$ cat config.mk
export PLATFORM = sky130hd
export DESIGN_NAME = rprc_back
export DESIGN_NICKNAME = d
export VERILOG_FILES = /design/src/hw/rtl/rprc_pkg.sv /design/src/hw/rtl/rprc_back.sv
export SDC_FILE = /design/constraint.sdc
export NUM_CORES = 1
export LEC_CHECK = 0
export BUFFER_PORTS_ARGS = -buffer_cell sky130_fd_sc_hd__buf_4
export CORE_MARGIN = 5
export CORE_UTILIZATION = 40
export DETAILED_ROUTE_END_ITERATION = 16
export HOLD_SLACK_MARGIN = 0.03
export PLACE_DENSITY_LB_ADDON = 0.05
export SYNTH_ARGS = -nofsm -noshare
export SYNTH_HDL_FRONTEND = slang
export SYNTH_SLANG_ARGS = --single-unit
$ cat constraint.sdc
create_clock -name clock -period 5.3 [get_ports clock]
set_clock_uncertainty 0.1 [all_clocks]
set_input_delay 0.265 -clock clock [delete_from_list [all_inputs] [get_ports clock]]
set_output_delay 0.265 -clock clock [all_outputs]
set_load 0.03 [all_outputs]
$ cat src/hw/rtl/rprc_pkg.sv
// Shared types, register codes, predictor codes and the per-channel predictor function
// for the RGB predictive residual coder. No dependencies.
`timescale 1ns / 1ps
`default_nettype none

package rprc_pkg;

   localparam int DEFAULT_MAX_WIDTH = 4096;
   localparam int QUEUE_DEPTH       = 4;
   localparam int SAMPLE_W          = 8;
   localparam int CSR_DATA_W        = 13;
   localparam int CSR_INDEX_W       = 1;
   localparam int SELECT_W          = 4;

   localparam logic [CSR_INDEX_W-1:0] CSR_IMAGE_WIDTH      = 1'b0;
   localparam logic [CSR_INDEX_W-1:0] CSR_PREDICTOR_SELECT = 1'b1;

   localparam logic [CSR_DATA_W-1:0] RESET_IMAGE_WIDTH      = 13'd640;
   localparam logic [SELECT_W-1:0]   RESET_PREDICTOR_SELECT = 4'd7;

   localparam logic [SELECT_W-1:0] PRED_WEST      = 4'd0;
   localparam logic [SELECT_W-1:0] PRED_NORTH     = 4'd1;
   localparam logic [SELECT_W-1:0] PRED_NORTHWEST = 4'd2;
   localparam logic [SELECT_W-1:0] PRED_PLANE     = 4'd3;
   localparam logic [SELECT_W-1:0] PRED_NORTH_HW  = 4'd4;
   localparam logic [SELECT_W-1:0] PRED_WEST_HN   = 4'd5;
   localparam logic [SELECT_W-1:0] PRED_AVERAGE   = 4'd6;
   localparam logic [SELECT_W-1:0] PRED_MED       = 4'd7;

   typedef logic [SAMPLE_W-1:0] sample_type;

   typedef struct packed {
      sample_type red;
      sample_type green;
      sample_type blue;
   } rgb_type;

   typedef struct packed {
      rgb_type cur;
      rgb_type north;
      rgb_type west;
      rgb_type northwest;
   } nbr_type;

   function automatic sample_type half_toward_zero(input sample_type a, input sample_type b);
      logic [SAMPLE_W:0] d;
      logic [SAMPLE_W:0] dd;
      begin
         d  = {1'b0, a} - {1'b0, b};
         dd = d + {{SAMPLE_W{1'b0}}, d[SAMPLE_W]};
         return dd[SAMPLE_W:1];
      end
   endfunction

   function automatic sample_type predict(input logic [SELECT_W-1:0] mode, input sample_type n,
                                          input sample_type w, input sample_type nw);
      sample_type        hi;
      sample_type        lo;
      sample_type        plane;
      logic [SAMPLE_W:0] sum;
      sample_type        p;
      begin
         hi    = (n > w) ? n : w;
         lo    = (n > w) ? w : n;
         plane = n + w - nw;
         sum   = {1'b0, n} + {1'b0, w};
         unique case (mode)
            PRED_WEST:      p = w;
            PRED_NORTH:     p = n;
            PRED_NORTHWEST: p = nw;
            PRED_PLANE:     p = plane;
            PRED_NORTH_HW:  p = n + half_toward_zero(w, nw);
            PRED_WEST_HN:   p = w + half_toward_zero(n, nw);
            PRED_AVERAGE:   p = sum[SAMPLE_W:1];
            PRED_MED: begin
               if (nw >= hi) begin
                  p = hi;
               end else if (nw <= lo) begin
                  p = lo;
               end else begin
                  p = plane;
               end
            end
            default:        p = '0;
         endcase
         return p;
      end
   endfunction

endpackage

`default_nettype wire

$ cat src/hw/rtl/rprc_back.sv
// Back end: forms the selected prediction per channel and registers the residual beat.
// Depends on rprc_pkg.
`timescale 1ns / 1ps
`default_nettype none

module rprc_back (
   input  wire logic                             clock,
   input  wire logic                             reset,
   input  wire logic                             item_ready,
   input  wire rprc_pkg::nbr_type                item,
   input  wire logic [rprc_pkg::SELECT_W-1:0]    predictor_select,
   output logic                                  item_take,
   input  wire logic                             pop,
   output logic                                  empty,
   output rprc_pkg::rgb_type                     residual
);
   import rprc_pkg::*;

   logic    out_valid_ff;
   rgb_type residual_ff, residual_in;

   assign item_take = item_ready && (!out_valid_ff || pop);

   always_comb begin
      residual_in.red   = item.cur.red - predict(predictor_select, item.north.red,
                                                 item.west.red, item.northwest.red);
      residual_in.green = item.cur.green - predict(predictor_select, item.north.green,
                                                   item.west.green, item.northwest.green);
      residual_in.blue  = item.cur.blue - predict(predictor_select, item.north.blue,
                                                  item.west.blue, item.northwest.blue);
   end

   always_ff @(posedge clock) begin
      if (reset) begin
         out_valid_ff <= 1'b0;
      end else if (item_take) begin
         out_valid_ff <= 1'b1;
      end else if (pop) begin
         out_valid_ff <= 1'b0;
      end
   end

   always_ff @(posedge clock) begin
      if (item_take) begin
         residual_ff <= residual_in;
      end
   end

   assign empty    = !out_valid_ff;
   assign residual = residual_ff;

endmodule

`default_nettype wire

Word-level counts from Yosys, hierarchy flattened
Cells that the tools add are included.
Word-level totals
  register bits after elaboration: 25
  memory bits (read-only): 0
  RAM bits: 0
  output and inout port bits: 26
  memories kept: 0
  logic and storage cells: 72
  input bits: 104
  latch bits: 0
Cells by class
  divide/modulo/power cells: 0
  reduce and logical (&&, ||, !) cells: 5
  mux-type cells: 17
  equality and inequality tests: 7
  shift-type cells: 0
  multipliers: 0
  order comparisons: 9
  bitwise operators: 0
  add/sub/neg operators: 30
Operator list (number)
  one-hot mux 8 bit (8 select lines): 3
  two-way mux 8 bit: 12
  adder 8 bit: 9
  adder 9 x 1 -> 9 bit: 6
  subtractor 8 x 8 -> 9 bit: 6
  subtractor 8 bit: 6
  adder 8 x 8 -> 9 bit: 3
  greater-or-equal comparator 8 bit: 3
  greater-than comparator 8 bit: 3
  less-or-equal comparator 8 bit: 3
  equality test 4 x 3 -> 1 bit, second input constant: 4
  equality test 4 x 2 -> 1 bit, second input constant: 2
  equality test 4 x 1 -> 1 bit, second input constant: 1
  zero test 4 bit: 1
  two-way mux 1 bit: 2
  nonzero test 2 bit: 1
  logical AND 1 bit: 1
  zero test 1 bit: 1
  logical OR 1 bit: 1

Longest topological paths before layout
  word-level depth: 7
  gate-level depth with buffers: 30
  depth with buffers taken out: 28

Least setup slack after synthesis
Ideal clock, no wire load.
  kind: input-to-reg
  start: in item[37] in the netlist's numbering
  end: reg residual_ff (netlist bit residual[15]), data pin
  arrival time: 5.380 ns
  data required time: 4.939 ns
  setup time: 0.261 ns
  stages: 29
  path buffers: 4
  slack: -0.441 ns
  path through: inv_1 > ha_1 > nand4_1 > or2_2 > o21ai_0 > buf_2 > buf_2 > buf_2 > nor2_1 > a21oi_1 > ha_1 > o21a_1 > o21ai_0 > a221oi_1 > o41ai_2 > clkbuf_1 > nor2_1 > a31o_2 > a211oi_1 > ha_1 > nor2b_1 > o21ai_0 > a21boi_0 > o21ai_0 > nand2b_1 > a21o_1 > a21oi_1 > xor2_1 > xnor2_1
RTL lines
  from (decl): RTL line rprc_back.sv:10  | input wire rprc_pkg::nbr_type item,
  to (signal assigned): RTL line rprc_back.sv:45  | residual_ff <= residual_in;
  to (decl): RTL line rprc_back.sv:20  | rgb_type residual_ff, residual_in;

==> flow_metrics.py <==
metrics = {
    "final_layout": {
        "areaGrowthSynthToFinish_pct": 39.22,
        "multi_input_area_mm2": 0.01081,
        "final_nets": 2297,
        "regArea_um2": 740.7,
        "layout.cells.non_filler": 2303,
        "fin_util_pct": 56.47,
        "nFillCells": 2754,
        "n_antenna_cell": 0,
        "drive_above_1_share_pct": 31.63,
    },
    "routing": {
        "dr_wl_met2_um": 20810,
        "met1_length_um": 18920,
        "vias_per_cell": 5.445,
        "wire_per_inst_um": 18.65,
        "wl_um": 42950,
        "drtIter0Drc": 748,
        "drc_errors": 0,
        "routed.top_layer": "met4",
        "ant_nets": 0,
        "num_vias": 12540,
        "dr.pass1.iters": 6,
        "wl_met3_um": 2257,
    },
    "yosys": {
        "synth_fp_nets": 1861,
        "synth_flop_cell": "edfxtp_1",
        "syn_area_per_cell_um2": 7.845,
        "synthArstFlopShare_pct": 0,
        "ys_types": 75,
        "synth.yosys.seq_area_share_pct": 6.362,
        "synth_edf_count": 24,
        "synth_area_mm2": 0.01164,
        "ys_ff_latch": 25,
        "synth_cells": 1484,
        "ys_warn_count": 0,
    },
    "timing": {
        "worst_pin_slew_ns": 1.077,
        "setup_tns_ns": 0,
        "min_period_over_period_pct": 95.97,
        "rsz0062_at_grt": "true",
        "finalHoldViolCount": 0,
        "worst_slack_ns": 0.2136,
        "hold-worst-slack_ns": 0.09838,
        "timing.slew.headroom_pct": 28.19,
        "period_minus_slack_ns": 5.086,
        "fmax_ghz": 0.1966,
        "drv_slew": 0,
        "finalSetupViolCount": 0,
    },
    "critical_path": {
        "critPathCaptureType": "register",
        "arrival_ns": 5.01,
        "start_kind": "primary input",
        "path_class": "primary input to register",
        "required_ns": 5.23,
        "worstPathMaxFanout": 2,
    },
    "power_and_ir_drop": {
        "pwr-share-seq_pct": 8.6,
        "p_int_mw": 1.822,
        "switching_power_mw": 1.657,
        "p_clk_share_pct": 5.6,
        "p_leak_nw": 7.905,
        "switching_share_pct": 47.64,
        "pwr-share-comb_pct": 85.8,
        "vdd_drop_max_mv": 0.1298,
        "p_per_area_mw_per_mm2": 214.7,
    },
    "die": {
        "coreArea_mm2": 0.02870,
        "num_io_pins": 130,
        "rows": 62,
        "die_area_mm2": 0.03262,
        "die_w_um": 180.6,
        "die_h_um": 180.6,
        "initial_utilization_pct": 40.56,
    },
    "clock_network": {
        "clkTransAtPathRegs_ns": 0.07,
        "cts_sinks": 25,
        "cts_tree": "built",
        "clk_path_buf_depth": 2,
        "htree_levels": 1,
        "cts-root-buf": "clkbuf_16",
        "clk_latency_ns": 0.28,
        "cts_made_buffers": 3,
    },
    "grt": {
        "grtUsageTotal_pct": 25.08,
        "grt-ovfl-total": 0,
        "grt_max_degree": 26,
        "antenna_found_initial": 0,
        "grt_first_pass_wirelength_um": 66300,
        "grt_pass1_vias": 12550,
    },
    "placed_design": {
        "routabilityCongestion": 0.9208,
        "place_ws_ns": -0.5451,
        "port-buffer-count": 129,
        "place_inst": 2276,
        "dp_hpwl_um": 36040,
    },
    "hold_path": {
        "hold_path_class": "primary input to register",
    },
    "job": {
        "max_cap_viol_count": 0,
    },
    "status": {
        "status": "complete, no violations",
    },
}
## cells in the mapped netlist (7+ instances only)
library cell | count | share of area (%)
and3_1 | 9 | 0.48
o211ai_1 | 20 | 1.3
a222oi_1 | 20 | 1.7
or2_2 | 11 | 0.59
o21a_1 | 23 | 1.5
fa_1 | 39 | 6.7
xnor2_1 | 81 | 6.1
nor3_1 | 27 | 1.2
clkbuf_1 | 23 | 0.74
nor2_1 | 122 | 3.9
o21bai_1 | 20 | 1.3
o41ai_1 | 9 | 0.68
nand4_1 | 17 | 0.91
edfxtp_1 | 24 | 6.2
a221oi_1 | 10 | 0.75
a211oi_1 | 18 | 1.2
ha_1 | 234 | 25
nor2b_1 | 33 | 1.8
a21o_1 | 32 | 2.1
nand3_1 | 16 | 0.69
o21ai_0 | 78 | 3.4
a22oi_1 | 27 | 1.7
inv_1 | 161 | 5.2
and2_1 | 7 | 0.38
mux2i_1 | 37 | 3.2
xor2_1 | 74 | 5.6
nand2b_1 | 15 | 0.81
a21oi_1 | 123 | 5.3
nand2_1 | 78 | 2.5
## cells by family (layout without fill, tap and decap cells)
family,Yosys count,count (layout),share of synthesized area [%]
AO/OA/AOI/OAI,437,437,25.10
flip-flops,25,25,6.362
adder cells (fa/ha/maj),273,273,31.85
XOR/XNOR,157,157,11.99
buffers and inverters,190,625,6.179
multiplexers,39,39,3.375
AND/OR/NAND/NOR,363,363,15.13
## path summary, 6_finish.rpt
kind | from | endpoint | slack [ns] | cells after the start
worst min-delay path | item_ready | out_valid_ff | 0.1 | 3
worst max-delay path | item[64] | residual[23] | 0.21 | 28
worst min register to register | out_valid_ff | out_valid_ff | 0.47 | 2
worst max register to register | out_valid_ff | residual[3] | 3.69 | 1
## stage by stage
step	total power, mW	cell area [µm²]
finish	3.479	16210
global route	3.796	16210
CTS	3.312	15610
detailed placement	3.068	15410
global placement	3.037	15410
floorplan	2.032	11730
## placed cells by master (no fill, tap or decap), drive strengths merged, types with 8 or more instances in the layout
| cell | Yosys | final |
|---|---|---|
| a22oi | 27 | 27 |
| a211oi | 19 | 19 |
| a222oi | 20 | 20 |
| or2 | 12 | 12 |
| a221oi | 11 | 11 |
| edfxtp | 24 | 24 |
| and2 | 8 | 8 |
| nand2b | 15 | 15 |
| xor2 | 75 | 75 |
| inv | 161 | 161 |
| fa | 39 | 39 |
| nor2b | 33 | 33 |
| nand4 | 17 | 17 |
| ha | 234 | 234 |
| a21oi | 124 | 124 |
| o21bai | 20 | 20 |
| o41ai | 10 | 10 |
| mux2i | 37 | 37 |
| a21o | 32 | 32 |
| and3 | 10 | 10 |
| o21a | 23 | 23 |
| nor2 | 122 | 122 |
| o211ai | 20 | 20 |
| xnor2 | 81 | 81 |
| o21ai | 79 | 79 |
| nand2 | 78 | 78 |
| nand3 | 16 | 16 |
| nor3 | 27 | 27 |
| buf | 6 | 459 |
## critical path: stages
cell and delay [ns]:
buf_8 0.10, inv_6 0.05, ha_4 0.14, inv_4 0.04
fa_2 0.36, a211oi_2 0.22, nor2_1 0.08, or4_1 0.48
a31oi_2 0.17, and2_4 0.19, ha_4 0.13, and2_4 0.15
nor2_4 0.04, buf_4 0.13, fa_2 0.36, buf_4 0.14
a21o_1 0.15, a21oi_2 0.18, o21bai_1 0.09, a21oi_1 0.17
xor2_1 0.17, o211ai_1 0.10, a221oi_1 0.26, buf_4 0.17
ha_1 0.25, a21oi_2 0.16, xor2_1 0.18, xnor2_1 0.08
## flip-flops by register name, indices dropped and copies added (netlist names)
name / cells
residual: 24
out_valid_ff: 1
## metal layers
| metal | track usage, % | vias to the layer above |
|---|---|---|
| met1 | 32.71 | 5881 |
| met5 | 0 | - |
| met3 | 2.039 | 58 |
| met2 | 44.73 | 357 |
| met4 | 6.443 | 0 |
| li1 | - | 6244 |
## final cells by class
type                            count  share of cell area [%]
Multi-Input combinational cell   1269                   66.67
Clock inverter                      1                 0.04632
Clock buffer                        3                  0.4632
Tap cell                          384                   2.964
Timing Repair Buffer              460                   21.51
Inverter                          161                   3.775
Sequential cell                    25                   4.570
## power groups by stage
stage,logic [mW],clock network (mW),registers [mW]
floorplan,1.64,0,0.389
global placement,2.73,0,0.305
detailed placement,2.76,0,0.305
CTS,2.81,0.203,0.301
global route,3.29,0.205,0.305
finish,2.99,0.194,0.300
## repair_timing
action,CTS,global route
setup buffers,0,22
hold endpoints to repair,1,0
gates resized for setup,22,125
hold buffers,1,0
endpoints found under the setup margin,5,7
pin swaps,8,75
No activity file was read; power rests on OpenSTA's default activity.
