--- src/hw/rtl/rprc_pkg.sv ---
// Shared types, register codes, predictor codes and the per-channel predictor function
// for the RGB predictive residual coder. No dependencies.
`timescale 1ns / 1ps
`default_nettype none

package rprc_pkg;

   localparam int DEFAULT_MAX_WIDTH = 4096;
   localparam int QUEUE_DEPTH       = 4;
   localparam int SAMPLE_W          = 8;
   localparam int CSR_DATA_W        = 13;
   localparam int CSR_INDEX_W       = 1;
   localparam int SELECT_W          = 4;

   localparam logic [CSR_INDEX_W-1:0] CSR_IMAGE_WIDTH      = 1'b0;
   localparam logic [CSR_INDEX_W-1:0] CSR_PREDICTOR_SELECT = 1'b1;

   localparam logic [CSR_DATA_W-1:0] RESET_IMAGE_WIDTH      = 13'd640;
   localparam logic [SELECT_W-1:0]   RESET_PREDICTOR_SELECT = 4'd7;

   localparam logic [SELECT_W-1:0] PRED_WEST      = 4'd0;
   localparam logic [SELECT_W-1:0] PRED_NORTH     = 4'd1;
   localparam logic [SELECT_W-1:0] PRED_NORTHWEST = 4'd2;
   localparam logic [SELECT_W-1:0] PRED_PLANE     = 4'd3;
   localparam logic [SELECT_W-1:0] PRED_NORTH_HW  = 4'd4;
   localparam logic [SELECT_W-1:0] PRED_WEST_HN   = 4'd5;
   localparam logic [SELECT_W-1:0] PRED_AVERAGE   = 4'd6;
   localparam logic [SELECT_W-1:0] PRED_MED       = 4'd7;

   typedef logic [SAMPLE_W-1:0] sample_type;

   typedef struct packed {
      sample_type red;
      sample_type green;
      sample_type blue;
   } rgb_type;

   typedef struct packed {
      rgb_type cur;
      rgb_type north;
      rgb_type west;
      rgb_type northwest;
   } nbr_type;

   function automatic sample_type half_toward_zero(input sample_type a, input sample_type b);
      logic [SAMPLE_W:0] d;
      logic [SAMPLE_W:0] dd;
      begin
         d  = {1'b0, a} - {1'b0, b};
         dd = d + {{SAMPLE_W{1'b0}}, d[SAMPLE_W]};
         return dd[SAMPLE_W:1];
      end
   endfunction

   function automatic sample_type predict(input logic [SELECT_W-1:0] mode, input sample_type n,
                                          input sample_type w, input sample_type nw);
      sample_type        hi;
      sample_type        lo;
      sample_type        plane;
      logic [SAMPLE_W:0] sum;
      sample_type        p;
      begin
         hi    = (n > w) ? n : w;
         lo    = (n > w) ? w : n;
         plane = n + w - nw;
         sum   = {1'b0, n} + {1'b0, w};
         unique case (mode)
            PRED_WEST:      p = w;
            PRED_NORTH:     p = n;
            PRED_NORTHWEST: p = nw;
            PRED_PLANE:     p = plane;
            PRED_NORTH_HW:  p = n + half_toward_zero(w, nw);
            PRED_WEST_HN:   p = w + half_toward_zero(n, nw);
            PRED_AVERAGE:   p = sum[SAMPLE_W:1];
            PRED_MED: begin
               if (nw >= hi) begin
                  p = hi;
               end else if (nw <= lo) begin
                  p = lo;
               end else begin
                  p = plane;
               end
            end
            default:        p = '0;
         endcase
         return p;
      end
   endfunction

endpackage

`default_nettype wire

--- src/hw/rtl/rprc_queue.sv ---
// Short queue of neighbour sets between the front end and the back end.
// Depends on rprc_pkg.
`timescale 1ns / 1ps
`default_nettype none

module rprc_queue (
   input  wire logic                                      clock,
   input  wire logic                                      reset,
   input  wire logic                                      wr_en,
   input  wire rprc_pkg::nbr_type                         wr_item,
   input  wire logic                                      rd_en,
   output rprc_pkg::nbr_type                              rd_item,
   output logic                                           empty,
   output logic [$clog2(rprc_pkg::QUEUE_DEPTH+1)-1:0]     level
);
   import rprc_pkg::*;

   localparam int PW = $clog2(QUEUE_DEPTH);
   localparam int LW = $clog2(QUEUE_DEPTH + 1);

   nbr_type       slot_ff [QUEUE_DEPTH];
   logic [PW-1:0] wr_ptr_ff;
   logic [PW-1:0] rd_ptr_ff;
   logic [LW-1:0] level_ff;
   logic          do_rd;

   assign empty   = (level_ff == '0);
   assign do_rd   = rd_en && !empty;
   assign rd_item = slot_ff[rd_ptr_ff];
   assign level   = level_ff;

   always_ff @(posedge clock) begin
      if (reset) begin
         wr_ptr_ff <= '0;
         rd_ptr_ff <= '0;
         level_ff  <= '0;
      end else begin
         if (wr_en) begin
            wr_ptr_ff <= (wr_ptr_ff == PW'(QUEUE_DEPTH - 1)) ? '0 : wr_ptr_ff + PW'(1);
         end
         if (do_rd) begin
            rd_ptr_ff <= (rd_ptr_ff == PW'(QUEUE_DEPTH - 1)) ? '0 : rd_ptr_ff + PW'(1);
         end
         level_ff <= level_ff + LW'(wr_en) - LW'(do_rd);
      end
   end

   always_ff @(posedge clock) begin
      if (wr_en) begin
         slot_ff[wr_ptr_ff] <= wr_item;
      end
   end

endmodule

`default_nettype wire

--- config.mk ---
export PLATFORM = sky130hd
export DESIGN_NAME = rprc_queue
export DESIGN_NICKNAME = d
export VERILOG_FILES = /design/src/hw/rtl/rprc_pkg.sv /design/src/hw/rtl/rprc_queue.sv
export SDC_FILE = /design/constraint.sdc
export NUM_CORES = 1
export LEC_CHECK = 0
export BUFFER_PORTS_ARGS = -buffer_cell sky130_fd_sc_hd__buf_4
export CAP_MARGIN = 15
export CORE_MARGIN = 8
export CORE_UTILIZATION = 57
export DETAILED_ROUTE_END_ITERATION = 7
export PLACE_DENSITY = 0.82
export SKIP_LAST_GASP = 1
export SLEW_MARGIN = 20
export SYNTH_ARGS = -nofsm -noshare
export SYNTH_HDL_FRONTEND = slang
export SYNTH_SLANG_ARGS = --single-unit
--- constraint.sdc ---
create_clock -name clock -period 4.1 [get_ports clock]
set_input_delay 0.82 -clock clock [delete_from_list [all_inputs] [get_ports clock]]
set_output_delay 0.82 -clock clock [all_outputs]
set_load 0.01 [all_outputs]
# After elaboration in Yosys (flattened, before gate mapping)
# Memory sizes are Yosys's and may differ from the RTL's. A register that Yosys moved wholly into a read port is not among the register bits.
# Index checks and enable logic that the tools add are counted.
# op_classes
add_sub_neg,4
n_mul,0
n_div,0
order_cmp,0
eq_ne,2
shift,0
mux,6
n_bitwise,0
reduce_logical,3
# op_table
operator,n
2-to-1 mux 2 bit,4
adder 2 x 1 -> 2 bit (second input constant),2
== test 2 bit (second input constant),2
adder 3 x 1 -> 3 bit,1
logical NOT 3 bit,1
subtractor 3 x 1 -> 3 bit,1
2-to-1 mux 1 bit,2
logical AND 1 bit,1
logical NOT 1 bit,1
# word_totals
ff_bits,7
latch_bits,0
ramBits,384
rom_bits,0
wordCells,19
n_memories,1
# memory_table
name,depth,width,read_ports,rd_clocked_by_memory_dff,wr,line_no,rtl
slot_ff,4,96,1,1,1,rprc_queue.sv:21,nbr_type slot_ff [QUEUE_DEPTH];

# Longest topological paths before layout
# Gate-level depths: netlist of run 1.
# depth
ltp_word,5
mapped_depth,8
ltp_nobuf,8

# Worst setup path before layout of run 1
# No wires, ideal clock.
# synth_timing
path_kind,input to register
start,input wr_en
end,memory slot_ff[0][0] (netlist name) (enable)
setup_ns,0.465
arrival_time_ns,3.040
t_required_ns,3.635
slack_ns,0.595
cell_stages,1
cell_sequence,and2_1
# synth_via
elab_chain_len,2
# synth_rtl
item,line_no,rtl
from (decl),rprc_queue.sv:9,"input wire logic wr_en,"
2-to-1 mux 1 bit,rprc_queue.sv:49,if (wr_en) begin
2-to-1 mux 1 bit (implied by the code),rprc_queue.sv:50,slot_ff[wr_ptr_ff] <= wr_item;
to (decl),rprc_queue.sv:21,
# Every way passes these cells.

==> metrics.yaml, run 1 <==
outcome:
  status: "finished clean"
power:
  power_switching_mw: 2.35
  pwr-share-comb_pct: 18.6
  p_sw_share_pct: 22.9
  p_seq_share_pct: 46.2
  peakVddDrop_v: 0.000418
  leakagePower_nw: 5.92
  powerDensity_nw_per_um2: 584
  internal_power_mw: 7.89
  pwr-share-clk_pct: 35.2
clock_tree:
  worst_skew_pair.late_latency_ps: 510
  cts_max_level: 2
  clock_path_buffers: 3
  post_cts_buffers: 0
  cts.sinks: 393
  clk_pin_slew_ps: 70
  clockRootBuffer: "clkbuf_16"
  cts_inserted_buffers: 38
  cts_tree: "built"
  cts-resized-gates: 0
  cts_hold_buf: 0
synth:
  syn_nets: 654
  synth-seq-cells: 393
  ys_warn_count: 0
  ys_seq_area_share_pct: 81.8
  synthCells: 546
  avgSynthCellArea_um2: 26.2
  synth_top_area_share_pct: 80.5
  synth_cell_type_count: 22
  synth_area_leaders: "edfxtp_1, mux4_2, dfxtp_1"
  synth.largest_area_cell: "edfxtp_1"
  netlist_area_um2: 14300
worst_setup_path:
  start_kind: "flop"
  path_cells: "buf_12, mux4_2, buf_4"
  path_class: "reg2out"
  critPathArrivalTime_ps: 2320
  crit_slowest_cell: "dfxtp_4"
  cpPeakStageDelay_ps: 600
  cp-end-kind: "primary output"
  critical_path_required_ps: 3280
  crit_fanout: 50
global_routing:
  grt_max_degree: 53
  gr-usage-all-layers_pct: 17.9
  grt_pass1_wl_mm: 41.7
  antenna_found_initial: 0
  overflow: 0
  grt_pass1_vias: 7163
min_path:
  hold_path.class: "in2reg"
die:
  io_pins: 200
  rows: 58
  start_util_pct: 57.5
  fp.dieH_um: 175
  die_w_um: 175
  die_area_um2: 30500
  core_area_um2: 24900
sta:
  hold_viol: 0
  rsz0062_at_grt: "false"
  setup_viol: 0
  finalWorstSetupSlack_ps: 958
  slew_headroom_pct: 50.9
  drv_slew: 0
  setup_tns_ps: 0
  fmax_mhz: 318
  period_minus_slack_ps: 3140
  skew_ps: 7.53
  worstMarginPinSlew_ps: 737
  timing.final.crit_share_pct: 76.6
placement:
  place_area_um2: 16200
  hpwl_mm: 17.2
  portBuffers: 199
  gp_congestion: 0.770
  pre_cts_slack_ps: 1430
final_layout:
  fin_area_um2: 17500
  drive_gt1_share_pct: 45.8
  fill_cells: 1434
  area_growth_pct: 22.4
  diodes: 0
  final_nets: 878
route:
  vias_per_cell: 5.78
  drtPass1Iterations: 4
  vias: 6523
  routedWlPerCell_um: 24.5
  totalWireLength_mm: 27.6
  drt.antenna.violating_nets: 0
  drt_iter0_drc: 595
  drc: 0
run:
  drv_cap: 0
[worst max-delay path: cells and delay by family, from the launching register on]
kind / cells / cell delay, ps
flip-flops: 1 / 600
buffers and inverters: 2 / 550
multiplexers: 1 / 600
[routing by layer]
metal,track usage (%),up-vias,routed length [µm]
met5,0,-,0
met4,5.26,0,609
met3,6.14,46,2460
met2,28.7,294,13500
met1,23.1,3390,11000
li1,-,2793,-
[state kept, by name, indices dropped and copies added (netlist names), named ones only]
register and flops:
slot_ff 384, level 3, rd_ptr_ff 2, wr_ptr_ff 2
[stage by stage]
stage	instances	utilization (%)	hold slack (ps)	power, mW
2_1_floorplan	546	-	468	5.92
3_3_place_gp	1060	65.1	467	6.70
3_5_place_dp	1060	65.1	499	6.76
4_1_cts	1129	70.4	480	10.4
5_1_grt	1129	70.4	478	10.6
6_report	1129	70.4	507	10.2
[cells in the final DEF, fill, tap and decap left out, types with 4 or more instances in the layout]
cell / instances
edfxtp_1: 384
buf_4: 201
mux4_2: 96
clkbuf_16: 41
clkbuf_1: 10
ha_1: 7
dfxtp_1: 7
bufinv_16: 6
buf_12: 6
inv_1: 5
and2_4: 4
clkinv_1: 4
clkinv_2: 4
[Yosys cell counts (all sizes together)]
library cell  instances
a21oi                 1
and2                  4
buf                  17
clkbuf                6
dfxtp                 9
edfxtp              384
fa                    1
ha                    7
inv                   5
mux2                  1
mux2i                 2
mux4                 96
nand2b                3
nor2                  3
nor2b                 2
nor3                  2
o31a                  1
or3b                  1
xnor3                 1
[path summary, 6_finish.rpt]
check        slack [ps]    startpoint  depth (start not counted)        endpoint
min                 510   wr_item[83]                          1  slot_ff[1][83]
max reg2reg        2040      level[1]                          8        level[2]
max                 960          flop                          3     rd_item[32]
min reg2reg         510  rd_ptr_ff[1]                          2            flop
[cells by family (layout without fill, tap and decap cells)]
| logic type | Yosys count | in the layout | synth area share [%] |
|---|---|---|---|
| XOR/XNOR | 1 | 1 | 0.157 |
| AO/OA/AOI/OAI | 2 | 2 | 0.0961 |
| buffers and inverters | 28 | 281 | 1.31 |
| multiplexers | 99 | 99 | 15.3 |
| flip-flops | 393 | 393 | 81.8 |
| AND/OR/NAND/NOR | 15 | 15 | 0.603 |
| adder cells (fa/ha/maj) | 8 | 8 | 0.751 |
[power groups by stage]
stage	registers, mW	logic (mW)	clock network, mW
after floorplan	4.74	1.18	0
after global placement	4.80	1.90	0
after detailed placement	4.82	1.94	0
after CTS	4.73	1.95	3.69
after global routing	4.75	2.04	3.83
final	4.73	1.90	3.61
[layout make-up]
type / count / area, µm² / share of cell area (%)
Tap cell: 330 / 413 / 2.35
Sequential cell: 393 / 11700 / 66.8
Inverter: 5 / 18.8 / 0.107
Timing Repair Buffer: 207 / 1630 / 9.29
Clock inverter: 16 / 231 / 1.32
Clock buffer: 53 / 1090 / 6.22
Multi-Input combinational cell: 125 / 2430 / 13.9
Power figures use the tool's default switching activity.
==> inputs of run 2 (changes only) <==
- CORE_UTILIZATION: 57 -> 51
- PLACE_DENSITY: 0.82 -> 0.78
- clock period: 4.1 -> 2.8 ns (I/O delays scaled with it)
==> metrics.yaml, run 2 (synthesized netlist as in run 1, its figures left out) <==
final_layout:
  max_flop_register: "slot_ff"
  mostFrequentLayoutCell: "edfxtp_1"
  final_nets: 895
  final_cell_mix: "edfxtp_1, buf_4, mux4_2"
  diodes: 0
  area_growth_pct: 23.6
  fill_cells: 1781
  multi_input_area_um2: 2430
  largest_reg_flops: 384
  drive_gt1_share_pct: 46.9
  register_area_um2: 11700
  stdcell_count: 1193
placement:
  gp_congestion: 0.720
  dp_cells: 1124
  hpwl_mm: 17.9
  portBuffers: 199
sta:
  rsz0062_at_grt: "false"
  period_minus_slack_ps: 2660
  worstMarginPinSlew_ps: 705
  setup_tns_ps: 0
  hold_viol: 0
  fmax_mhz: 376
  skew_ps: 7.32
  drv_slew: 0
  timing.final.crit_share_pct: 95.1
  slew_headroom_pct: 53.0
  setup_viol: 0
die:
  io_pins: 200
  rows: 61
  start_util_pct: 51.7
  die_area_um2: 33700
  core_area_um2: 27700
  die_w_um: 184
  fp.dieH_um: 184
global_routing:
  grt_pass1_wl_mm: 42.6
  grt_max_degree: 55
  antenna_found_initial: 1
  gr-usage-all-layers_pct: 16.5
  overflow: 0
  grt_pass1_vias: 7267
worst_setup_path:
  start_kind: "flop"
  critPathArrivalTime_ps: 2100
  cp-end-kind: "primary output"
  critical_path_required_ps: 2240
  crit_fanout: 29
  ff2ff_path_depth: 8
  path_class: "reg2out"
route:
  drtPass1Iterations: 5
  totalWireLength_mm: 27.8
  vias: 6517
  drt.antenna.violating_nets: 0
  drc: 0
  drt_iter0_drc: 408
  routedWlPerCell_um: 23.3
  vias_per_cell: 5.46
power:
  leakagePower_nw: 5.99
  peakVddDrop_v: 0.000640
  powerDensity_nw_per_um2: 837
clock_tree:
  clockRootBuffer: "clkbuf_16"
  cts-resized-gates: 0
  cts_hold_buf: 0
  clk_pin_slew_ps: 60
  cts_inserted_buffers: 39
  worst_skew_pair.late_latency_ps: 510
  post_cts_buffers: 0
  clock_path_buffers: 3
  cts_tree: "built"
  cts_max_level: 2
  cts.sinks: 393
min_path:
  min_path_cells: 1
  hold_path.class: "in2reg"
outcome:
  status: "finished clean"
run:
  drv_cap: 0
[run 2: metrics by stage]
stage                     hold slack (ps)  setup WS (ps)  util, %  total power, mW  area (µm²)
after global routing                  219           3.73     63.9             15.4       17700
after floorplan                       468            610        -             8.66       14300
after detailed placement              512            609     59.4             9.94       16400
after global placement                466            637     59.4             9.85       16400
after CTS                             222           65.7     63.9             15.0       17700
final                                 247            138     63.9             14.8       17700
[run 2: cell type report]
class | instances | share of cell area, %
flip-flops and latches | 393 | 66.2
multi-input cells | 125 | 13.7
inverters | 5 | 0.106
well taps | 378 | 2.67
clock buffers | 48 | 5.94
clock inverters | 21 | 1.16
repair buffers | 223 | 10.2
[run 2: where the power goes]
| part | switching, mW | leakage (nW) | internal (mW) |
|---|---|---|---|
| logic | 1.28 | 1.77 | 1.59 |
| clock network | 2.03 | 0.613 | 3.04 |
| registers | 0.148 | 3.60 | 6.74 |
[run 2: worst paths after layout]
kind / startpoint / to / slack, ps
worst max register to register: level[1] / level[2] / 710
worst min-delay path: wr_item[29] / slot_ff[0][29] / 250
worst min register to register: rd_ptr_ff[1] / flop / 520
worst max-delay path: flop / rd_item[50] / 140
[run 2: worst max-delay path, stage by stage, from the launching register on]
cell and delay (ps):
dfxtp_4 560, buf_12 300, mux4_2 550, buf_4 170
[run 2: layer usage]
layer	vias to the layer above	GRT usage, %	share of wire (%)
li1	2828	-	-
met1	3405	21.4	40
met2	245	27.5	51
met3	37	4.62	7.9
met4	2	4.07	1.6
met5	-	0	0.047
